`src/rtl/dbspr_pkg.sv`:
```
package dbspr_pkg;

    // Field widths of the item and register set
    localparam int unsigned ELAPSED_W  = 16;
    localparam int unsigned ADC_W      = 12;
    localparam int unsigned DUTY_W     = 16;
    localparam int unsigned DEADBAND_W = 12;
    localparam int unsigned CYCLE_W    = 8;
    localparam int unsigned PERIOD_W   = 16;

    // Moving average: the tap count is a power of two so the mean is a shift
    localparam int unsigned AVG_SHIFT = 1;
    localparam int unsigned AVG_TAPS  = 1 << AVG_SHIFT;
    localparam int unsigned SLOT_W    = AVG_SHIFT;
    localparam int unsigned TOTAL_W   = DUTY_W + AVG_SHIFT;

    // Configuration port
    localparam int unsigned CFG_INDEX_W = 2;
    localparam int unsigned CFG_DATA_W  = 16;

    typedef enum logic [CFG_INDEX_W-1:0] {
        REG_DEADBAND   = 2'd0,
        REG_CYCLE_MS   = 2'd1,
        REG_PWM_PERIOD = 2'd2
    } cfg_reg_t;

    // Register reset values
    localparam logic [DEADBAND_W-1:0] DEADBAND_RST = 12'd16;
    localparam logic [CYCLE_W-1:0]    CYCLE_RST    = 8'd7;
    localparam logic [PERIOD_W-1:0]   PERIOD_RST   = 16'd160;

    // Per-channel status handed from a channel to the top level
    typedef struct packed {
        logic written;
        logic reached;
        logic stuck;
    } chan_status_t;

endpackage

```
`src/rtl/dbspr_chan.sv`:
```
module dbspr_chan (
    input  logic                                aclk,
    input  logic                                aresetn,
    input  logic                                commit,
    input  logic                                step,
    input  logic [dbspr_pkg::ADC_W-1:0]         measured,
    input  logic [dbspr_pkg::ADC_W-1:0]         target,
    input  logic [dbspr_pkg::DEADBAND_W-1:0]    deadband,
    input  logic [dbspr_pkg::PERIOD_W-1:0]      pwm_period,
    output logic [dbspr_pkg::DUTY_W-1:0]        duty_next,
    output dbspr_pkg::chan_status_t             status
);

    logic [dbspr_pkg::DUTY_W-1:0]  compare_reg;
    logic [dbspr_pkg::DUTY_W-1:0]  hist_reg [dbspr_pkg::AVG_TAPS];
    logic [dbspr_pkg::TOTAL_W-1:0] total_reg;
    logic [dbspr_pkg::SLOT_W-1:0]  slot_reg;
    logic [dbspr_pkg::ADC_W-1:0]   last_target_reg;
    logic                          reached_reg;
    logic                          stuck_reg;

    logic [dbspr_pkg::DUTY_W-1:0]  work;
    logic [dbspr_pkg::TOTAL_W-1:0] total_next;
    logic [dbspr_pkg::DUTY_W-1:0]  avg;
    logic                          reached_next;
    logic                          stuck_next;
    logic                          below;
    logic                          above;
    logic                          write_en;

    // Band limits worked one bit wider so neither side wraps
    assign below = ({1'b0, measured} + {1'b0, deadband}) < {1'b0, target};
    assign above = {1'b0, measured} > ({1'b0, target} + {1'b0, deadband});

    always_comb begin
        // A new target drops both sticky flags before the step looks at them
        reached_next = (target != last_target_reg) ? 1'b0 : reached_reg;
        stuck_next   = (target != last_target_reg) ? 1'b0 : stuck_reg;
        work         = compare_reg;
        if (step) begin
            if (below) begin
                if (compare_reg < pwm_period) begin
                    work = compare_reg + 1'b1;
                end else begin
                    stuck_next = 1'b1;
                end
            end else if (above) begin
                if (compare_reg > dbspr_pkg::DUTY_W'(1)) begin
                    work = compare_reg - 1'b1;
                end else begin
                    stuck_next = 1'b1;
                end
            end else begin
                reached_next = 1'b1;
            end
        end
        total_next = total_reg - {{dbspr_pkg::AVG_SHIFT{1'b0}}, hist_reg[slot_reg]}
                   + {{dbspr_pkg::AVG_SHIFT{1'b0}}, work};
        avg        = total_next[dbspr_pkg::TOTAL_W-1:dbspr_pkg::AVG_SHIFT];
        write_en   = step && !reached_next && !stuck_next;
        duty_next  = write_en ? avg : compare_reg;
    end

    assign status.written = write_en;
    assign status.reached = reached_next;
    assign status.stuck   = stuck_next;

    always_ff @(posedge aclk) begin
        if (!aresetn) begin
            compare_reg     <= '0;
            total_reg       <= '0;
            slot_reg        <= '0;
            last_target_reg <= '0;
            reached_reg     <= 1'b0;
            stuck_reg       <= 1'b0;
            for (int t = 0; t < dbspr_pkg::AVG_TAPS; t++) begin
                hist_reg[t] <= '0;
            end
        end else if (commit) begin
            last_target_reg <= target;
            reached_reg     <= reached_next;
            stuck_reg       <= stuck_next;
            if (step) begin
                hist_reg[slot_reg] <= work;
                total_reg          <= total_next;
                slot_reg           <= slot_reg + 1'b1;
                compare_reg        <= duty_next;
            end
        end
    end

endmodule

```
`src/rtl/deadband_step_pwm_regulator_unit.sv`:
```
// Deadband step PWM regulator: two register stages, input and result.
// Items wait in the input register; their results are registered for the m_ side.
// Throughput: one item per cycle unless m_ stalls; the loops are the per-channel state
// update and the ms counter, both closing between the input and result registers.
// Reset (aresetn low, synchronous): both stages empty, counter, compare values,
// averages and flags zero, registers back to deadband 16, cycle 7 ms, period 160.
module deadband_step_pwm_regulator_unit #(
    parameter int unsigned CHANNELS = 3
) (
    input  logic                              aclk,
    input  logic                              aresetn,
    // Configuration write channel
    input  logic                              cfg_valid,
    output logic                              cfg_ready,
    input  logic [dbspr_pkg::CFG_INDEX_W-1:0] cfg_index,
    input  logic [dbspr_pkg::CFG_DATA_W-1:0]  cfg_data,
    // Tick items in
    input  logic                              s_tvalid,
    output logic                              s_tready,
    // s_tdata, low bit up: elapsed_ms[15:0], measured_0..measured_n-1 (12 bits each),
    // target_0..target_n-1 (12 bits each)
    input  logic [16+24*CHANNELS-1:0]         s_tdata,
    // Result items out
    output logic                              m_tvalid,
    input  logic                              m_tready,
    // m_tdata, low bit up: stepped, duty_0..duty_n-1 (16 bits each), write_mask,
    // reached_mask, stuck_mask (n bits each), zero fill to whole bytes
    output logic [((1+19*CHANNELS+7)/8)*8-1:0] m_tdata
);

    localparam int unsigned IN_W     = 16 + 24 * CHANNELS;
    localparam int unsigned OUT_BITS = 1 + 19 * CHANNELS;
    localparam int unsigned OUT_W    = ((OUT_BITS + 7) / 8) * 8;
    localparam int unsigned MEAS_LSB = dbspr_pkg::ELAPSED_W;
    localparam int unsigned TGT_LSB  = MEAS_LSB + dbspr_pkg::ADC_W * CHANNELS;
    localparam int unsigned MASK_LSB = 1 + dbspr_pkg::DUTY_W * CHANNELS;

    // ---------------------------------------------------------------
    // Configuration registers; a write is registered at the end of its handshake cycle
    // ---------------------------------------------------------------
    logic [dbspr_pkg::DEADBAND_W-1:0] deadband_reg;
    logic [dbspr_pkg::CYCLE_W-1:0]    cycle_ms_reg;
    logic [dbspr_pkg::PERIOD_W-1:0]   pwm_period_reg;

    assign cfg_ready = 1'b1;

    always_ff @(posedge aclk) begin
        if (!aresetn) begin
            deadband_reg   <= dbspr_pkg::DEADBAND_RST;
            cycle_ms_reg   <= dbspr_pkg::CYCLE_RST;
            pwm_period_reg <= dbspr_pkg::PERIOD_RST;
        end else if (cfg_valid && cfg_ready) begin
            case (dbspr_pkg::cfg_reg_t'(cfg_index))
                dbspr_pkg::REG_DEADBAND: begin
                    deadband_reg <= cfg_data[dbspr_pkg::DEADBAND_W-1:0];
                end
                dbspr_pkg::REG_CYCLE_MS: begin
                    cycle_ms_reg <= cfg_data[dbspr_pkg::CYCLE_W-1:0];
                end
                dbspr_pkg::REG_PWM_PERIOD: begin
                    pwm_period_reg <= cfg_data[dbspr_pkg::PERIOD_W-1:0];
                end
                default: begin
                    // indexes beyond the register list: drop the write
                end
            endcase
        end
    end

    // ---------------------------------------------------------------
    // Handshake: the input stage refills whenever the result stage moves,
    // so the input stalls only while both stages hold an item and the
    // result waits
    // ---------------------------------------------------------------
    logic             in_valid_reg;
    logic [IN_W-1:0]  in_data_reg;
    logic             out_valid_reg;
    logic [OUT_W-1:0] out_data_reg;
    logic             out_adv;
    logic             commit;

    assign out_adv  = !out_valid_reg || m_tready;
    assign commit   = in_valid_reg && out_adv;
    assign s_tready = !in_valid_reg || out_adv;
    assign m_tvalid = out_valid_reg;
    assign m_tdata  = out_data_reg;

    always_ff @(posedge aclk) begin
        if (!aresetn) begin
            in_valid_reg <= 1'b0;
        end else if (s_tready) begin
            in_valid_reg <= s_tvalid;
        end
    end

    // Payload needs no reset; hold it while the stage is stalled
    always_ff @(posedge aclk) begin
        if (s_tready && s_tvalid) begin
            in_data_reg <= s_tdata;
        end
    end

    // ---------------------------------------------------------------
    // Millisecond counter: saturating add, then compare against the cycle
    // ---------------------------------------------------------------
    logic [dbspr_pkg::ELAPSED_W-1:0] ms_count_reg;
    logic [dbspr_pkg::ELAPSED_W:0]   ms_sum;
    logic [dbspr_pkg::ELAPSED_W-1:0] ms_sat;
    logic                            step;

    assign ms_sum = {1'b0, ms_count_reg} + {1'b0, in_data_reg[dbspr_pkg::ELAPSED_W-1:0]};
    assign ms_sat = ms_sum[dbspr_pkg::ELAPSED_W] ? '1 : ms_sum[dbspr_pkg::ELAPSED_W-1:0];
    assign step   = ms_sat >= {{(dbspr_pkg::ELAPSED_W-dbspr_pkg::CYCLE_W){1'b0}}, cycle_ms_reg};

    always_ff @(posedge aclk) begin
        if (!aresetn) begin
            ms_count_reg <= '0;
        end else if (commit) begin
            ms_count_reg <= step ? '0 : ms_sat;
        end
    end

    // ---------------------------------------------------------------
    // Channels: every one steps in the same tick
    // ---------------------------------------------------------------
    logic [dbspr_pkg::DUTY_W-1:0] duty_next [CHANNELS];
    dbspr_pkg::chan_status_t      chan_status [CHANNELS];

    for (genvar c = 0; c < CHANNELS; c++) begin : g_chan
        dbspr_chan u_chan (
            .aclk       (aclk),
            .aresetn    (aresetn),
            .commit     (commit),
            .step       (step),
            .measured   (in_data_reg[MEAS_LSB + dbspr_pkg::ADC_W*c +: dbspr_pkg::ADC_W]),
            .target     (in_data_reg[TGT_LSB + dbspr_pkg::ADC_W*c +: dbspr_pkg::ADC_W]),
            .deadband   (deadband_reg),
            .pwm_period (pwm_period_reg),
            .duty_next  (duty_next[c]),
            .status     (chan_status[c])
        );
    end

    // Pack the result item
    logic [OUT_W-1:0] out_word;

    always_comb begin
        out_word    = '0;
        out_word[0] = step;
        for (int c = 0; c < CHANNELS; c++) begin
            out_word[1 + dbspr_pkg::DUTY_W*c +: dbspr_pkg::DUTY_W] = duty_next[c];
            out_word[MASK_LSB + c]              = chan_status[c].written;
            out_word[MASK_LSB + CHANNELS + c]   = chan_status[c].reached;
            out_word[MASK_LSB + 2*CHANNELS + c] = chan_status[c].stuck;
        end
    end

    always_ff @(posedge aclk) begin
        if (!aresetn) begin
            out_valid_reg <= 1'b0;
        end else if (out_adv) begin
            out_valid_reg <= in_valid_reg;
        end
    end

    always_ff @(posedge aclk) begin
        if (commit) begin
            out_data_reg <= out_word;
        end
    end

    // ---------------------------------------------------------------
    // Assertions
    // ---------------------------------------------------------------
    // A rewritten compare value only comes with a regulation step
    a_write_needs_step: assert property (@(posedge aclk) disable iff (!aresetn)
        out_valid_reg && (out_data_reg[MASK_LSB +: CHANNELS] != '0) |-> out_data_reg[0])
        else $error("compare rewritten without a regulation step");

    // A step clears the millisecond counter
    a_step_clears_count: assert property (@(posedge aclk) disable iff (!aresetn)
        commit && step |=> ms_count_reg == '0)
        else $error("counter not cleared after a step");

    // A held input item is not lost while the result side stalls
    a_hold_input: assert property (@(posedge aclk) disable iff (!aresetn)
        in_valid_reg && !out_adv |=> in_valid_reg && $stable(in_data_reg))
        else $error("stalled input item lost");

    // A stalled result is kept until taken
    a_hold_result: assert property (@(posedge aclk) disable iff (!aresetn)
        out_valid_reg && !m_tready |=> out_valid_reg && $stable(out_data_reg))
        else $error("stalled result item changed");

endmodule

```
`config.mk`:
```
export PLATFORM = sky130hd
export DESIGN_NAME = deadband_step_pwm_regulator_unit
export DESIGN_NICKNAME = d
export VERILOG_FILES = /design/src/rtl/dbspr_pkg.sv /design/src/rtl/dbspr_chan.sv /design/src/rtl/deadband_step_pwm_regulator_unit.sv
export SDC_FILE = /design/constraint.sdc
export NUM_CORES = 1
export LEC_CHECK = 0
export ABC_CLOCK_PERIOD_IN_PS = 9800
export BUFFER_PORTS_ARGS = -buffer_cell sky130_fd_sc_hd__buf_4
export CAP_MARGIN = 20
export CORE_MARGIN = 5
export CORE_UTILIZATION = 28
export DETAILED_ROUTE_END_ITERATION = 12
export GPL_ROUTABILITY_DRIVEN = 0
export PLACE_DENSITY = 0.43
export SLEW_MARGIN = 20
export SYNTH_ARGS = -nofsm -noshare
export SYNTH_HDL_FRONTEND = slang
export SYNTH_SLANG_ARGS = --single-unit
```
`constraint.sdc`:
```
create_clock -name aclk -period 9.8 [get_ports aclk]
set_input_delay 0.49 -clock aclk [delete_from_list [all_inputs] [get_ports aclk]]
set_output_delay 0.49 -clock aclk [all_outputs]
set_load 0.005 [all_outputs]
```
Word level (Yosys, flattened, before mapping)
Memories as Yosys holds them, arrays and structs flattened. A register that Yosys moved wholly into a read port is not among the register bits. Index checks and enable logic that the tools add are counted.

Register bits after elaboration: 344. Bits in latches: 0. RAM bits: 96. Memory bits (read-only): 0. Logic and storage cells: 165. Memories: 3.

$add $sub $neg: 22. $mul: 0. Divide/modulo/power cells: 0. Order comparisons: 13. Eq/ne operators: 5. Shift operators: 0. Muxes and demuxes: 70. Bitwise gates (word level): 0. Reduce and logical (&&, ||, !) cells: 26.

Memories: g_chan[0].u_chan.hist_reg (depth 2, bits a word 16, read ports 1, clocked after Yosys merged registers in 1, write ports 2, RTL line dbspr_chan.sv:15) `logic [dbspr_pkg::DUTY_W-1:0] hist_reg [dbspr_pkg::AVG_TAPS];`; g_chan[1].u_chan.hist_reg (depth 2, bits a word 16, read ports 1, clocked after Yosys merged registers in 1, write ports 2, RTL line dbspr_chan.sv:15); g_chan[2].u_chan.hist_reg (depth 2, bits a word 16, read ports 1, clocked after Yosys merged registers in 1, write ports 2, RTL line dbspr_chan.sv:15).

Operator list (number): two-way mux 16 bit (23); adder 12 x 12 -> 13 bit (6); adder 17 x 16 -> 17 bit (3); subtractor 17 x 16 -> 17 bit (3); adder 16 x 1 -> 16 bit, second input constant (3); > comparator 16 x 1 -> 1 bit, second input constant (3); less-than comparator 16 bit (3); OR reduction 16 bit (3); subtractor 16 x 1 -> 16 bit, second input constant (3); two-way mux 1 bit (47); > comparator 12 x 13 -> 1 bit (3); less-than comparator 13 x 12 -> 1 bit (3); != test 12 bit (3); adder 16 x 16 -> 17 bit (1); >= comparator 16 x 8 -> 1 bit (1); logical AND 1 bit (8); logical NOT 1 bit (8); AND reduction 2 bit (4); adder 1 bit, second input constant (3); equality test 2 x 1 -> 1 bit, second input constant (1); equality test 2 bit, second input constant (1); logical NOT 2 bit (1); logical OR 1 bit (2).

Logic depth before layout (Yosys ltp)
Depth after elaboration: 9. Mapped depth: 33. Gate-level depth less buffers: 32.

Modules after synthesis
Synthesis repeated with hierarchy kept, for this count alone.

Cells, all modules: 3236. Area, all modules: 30520.5 um^2.

By module, submodules not included: deadband_step_pwm_regulator_unit (times used 1, cells an instance 558, area an instance 7746.2 um^2); dbspr_chan at g_chan[2].u_chan (times used 1, cells an instance 909, area an instance 7711.1 um^2); dbspr_chan at g_chan[1].u_chan (times used 1, cells an instance 911, area an instance 7678.6 um^2); dbspr_chan at g_chan[0].u_chan (times used 1, cells an instance 858, area an instance 7384.6 um^2).

Worst setup path before layout
No wires, ideal clock.

Path kind: reg-to-reg. Start point: register in_data_reg[0]. End point: register out_data_reg[31] (netlist: m_tdata[31]) (data pin). Library setup time: 0.260 ns. Data arrival time: 7.213 ns. Data required time: 9.540 ns. Slack: 2.327 ns. Stages on the path, launching flop included: 31. Clock period less this slack: 7.473 ns. Cells stage by stage: edfxtp_1 > ha_1 > fa_1 > a211oi_2 > o211ai_2 > nand4_1 > a21oi_1 > o22a_1 > nand2b_1 > ha_1 > a21o_1 > a211oi_1 > o31ai_1 > or4_1 > or4_4 > nor3_4 > inv_4 > buf_6 > o2bb2ai_1 > a221oi_2 > fa_1 > ha_1 > a21oi_1 > o211ai_1 > a31oi_1 > o21bai_1 > a2111oi_0 > o41ai_1 > a21oi_1 > xnor2_1 > mux2_2.

RTL lines: start, declared (RTL line deadband_step_pwm_regulator_unit.sv:76) `logic [IN_W-1:0] in_data_reg;`; start signal, assigned (RTL line deadband_step_pwm_regulator_unit.sv:99) `in_data_reg <= s_tdata;`; end signal, assigned (RTL line deadband_step_pwm_regulator_unit.sv:168) `out_data_reg <= out_word;`; end, declared (RTL line deadband_step_pwm_regulator_unit.sv:78) `logic [OUT_W-1:0] out_data_reg;`.

==> impl_results.md <==
- Most common cell after layout, fill and taps aside: nand2_1
- Die area: 109000 um^2
- Cell row count: 117
- Ranking of synthesized cells by area: edfxtp_1 (25%), dfxtp_1 (14%), ha_1 (12%)
- Clock-pin slew on the worst setup and hold paths: 0.06 ns
- Post-synthesis sequential area ratio: 39.4%
- Leak pwr: 14.0 nW
- Max-Slew Margin vs Limit: around a quarter
- DRC: 0
- Leading area contributor after synthesis: edfxtp_1
- Avg Cell Area, Syn: between 9 and 10 um^2
- Worst VDD drop: 143 uV
- Vias in the first global route: roughly 23000
- Worst EP arrival: approximately 8.8 ns
- Hold Path Class: in2reg
- Area grow syn2layout: 19.3%
- Internal: 6.52 mW
- Worst setup path category: reg2reg
- Routed len/inst: 19.4 um
- Setup bufs post-CTS: 0
- Mapped Cells: 3000
- PwrDens: 335 nW/um^2
- Seq cells post-synth: ~440
- DR pass1 iterations: 5
- Fin. Hold Viols: 0
- Psw: 4.92 mW
- WHS: between 0.04 and 0.05 ns
- # fillers: 10519
- Worst path max stage delay: 0.68 ns
- Sequential Power Share: 24.9%
- Clock net sink count: ~440
- Max reg flops: 96
- Async SR Flop Fraction: 0%
- Outcome: completed
- Worst-Margin Slew: 1.14 ns
- Global router's overall resource usage: 16.4%
- Crit start category: flop
- Crit share post-route: 86.3%
- First-pass GRT wire length: 138000 um
- Post-Route Setup TNS: 0 ns
- Setup violators final: 0
- H-tree lvl count: 2
- Routed via count: 22822
- Core area: 102000 um^2
- Worst Setup End Kind: flop
- Top Ports: 178
- Post-layout min period: 8.46 ns
- Top_reg_cell synth: edfxtp_1
- Synth Cell Area: around 29000 um^2
- CTS tree: built
- Largest net degree at the start of global routing: 79
- DR iter-0 viols: 1501
- Via density: 4.91
- Total CTS buffers: 55
- Clock tree buffer depth: 3
- Most frequent cells in the layout: nand2_1 (385), a21oi_1 (295), ha_1 (270), edfxtp_1 (242), buf_4 (207)
- Clock Latency Late Sink: 0.65 ns
- Initial Util: 28.2%
- CP max FO: 25
- Clock share of power: 19.1%
- Initial antenna violation count: 4
- Slowest-stage cell, CP: a2111oi_0
- RSZ-0062 raised after global routing: false
- I/O Buffers: 170
- Die X: between 300 and 400 um
- Die Span Y: approximately 330 um
- CTS Root Cell: clkbuf_16
- Sw Share: ~43%
- Share of Yosys cell area claimed by the top area cell type: 25.4%
- Layout Nets: ~3700
- Fin Clk Skew: 0.0322 ns
- Antenna-violating nets left: 0
- Number of max-slew violations in the final report: 0
- Dpl hpwl: 67100 um
- Warnings from Yosys: 0
- Comb pwr share: 56.0%
- Fmax achieved: 118 MHz
- Layout cells sized above 1: 12.2%
- Max_cap viols: 0
- EDFF count, synth: 242
- Routed WL: 90200 um
- Unique masters post-synth: between 80 and 90
- CP required: 10.18 ns
- Overflow after GRT: 0
## worst max-delay path, delay by kind of cell, from the launching register on
family	cells	cell delay, ns
muxes	1	0.27
buffers and inverters	1	0.23
and+or+nand+nor	5	1.62
DFF	1	0.37
AOI/OAI and AO/OA	16	3.78
adders and majority gates	5	1.77
xor gates and xnor gates	1	0.13
## logic make-up after synthesis
kind of cell             count (synthesis)  share of synthesized area (%)
XOR/XNOR                               159                           4.86
buffers and inverters                  284                           4.11
multiplexers                           132                           4.88
flip-flops                             443                           39.4
AO/OA/AOI/OAI                          704                           15.4
other                                    2                         0.0262
AND/OR/NAND/NOR                        951                           15.7
adder cells (fa/ha/maj)                325                           15.6
## Yosys cell counts, types with 16 or more instances
library cell  number
nand2_1          385
a21oi_1          295
ha_1             270
edfxtp_1         242
dfxtp_1          201
nor2_1           164
inv_1            156
xnor2_1          130
o21ai_0          107
nand3_1           96
clkbuf_1          83
mux2i_1           71
mux2_2            61
nor3_1            57
fa_1              55
a21o_1            50
nand4_1           50
and3_1            32
o31ai_1           30
xor2_1            29
or4_1             28
a211oi_1          25
nand2b_1          25
o21a_1            25
a22o_1            23
nor2b_1           23
or3_1             23
a31oi_1           19
o211ai_1          17
and2_1            16
buf_2             16
## worst paths after layout
kind / from / end / slack (ns) / depth (start not counted)
setup / recovery: in_data_reg[0]$_DFFE_PP_ / m_tdata[31]$_DFFE_PP_ / 1.34 / 29
hold / removal: s_tdata[1] / in_data_reg[1]$_DFFE_PP_ / 0.05 / 1
setup reg to reg: in_data_reg[0]$_DFFE_PP_ / m_tdata[31]$_DFFE_PP_ / 1.34 / 29
hold reg to reg: pwm_period_reg[9]$_SDFFE_PN0P_ / pwm_period_reg[9]$_SDFFE_PN0P_ / 0.45 / 2
## area by class of cell
| class | count | area, um^2 | share of cell area [%] |
|---|---|---|---|
| antenna | 1 | 2.50 | 0.00732 |
| clock inverter | 26 | 338 | 0.988 |
| tap | 1368 | 1710 | 5.01 |
| inverter | 157 | 597 | 1.75 |
| multi-input combinational | 2278 | 16200 | 47.5 |
| clock buffer | 78 | 1580 | 4.61 |
| sequential | 443 | 11300 | 33.0 |
| timing repair buffer | 294 | 2430 | 7.12 |
## metrics by stage
step / cell area [um^2] / power, mW / cells / utilization (%) / setup WS (ns)
finish: 34200 / 11.4 / 4645 / 33.6 / 1.34
global route: 34200 / 12.5 / 4644 / 33.6 / 0.696
CTS: 34200 / 11.6 / 4644 / 33.6 / 1.26
detailed placement: 31400 / 9.30 / 4454 / 30.9 / 1.33
global placement: 31400 / 9.36 / 4453 / 30.9 / 1.47
floorplan: 28700 / 7.41 / 3005 / - / 2.33
## metal layers
layer | wire [um] | global-route usage, %
met4 | 2560 | 4.52
met1 | 42900 | 23.2
met3 | 4510 | 2.59
met5 | 13 | 0
met2 | 40200 | 26.3
## power by group through the flow
stage | registers (mW) | clock network [mW] | logic, mW
floorplan | 2.70 | 0 | 4.71
global placement | 2.89 | 0 | 6.47
detailed placement | 2.89 | 0 | 6.41
CTS | 2.85 | 2.26 | 6.49
global route | 2.90 | 2.34 | 7.23
finish | 2.84 | 2.18 | 6.41
## timing repair
action | 4_1_cts | 5_1_grt
hold buffers | 86 | 0
resized for setup | 0 | 0
endpoints found under the hold margin | 86 | 0
Power figures use the tool's default switching activity.
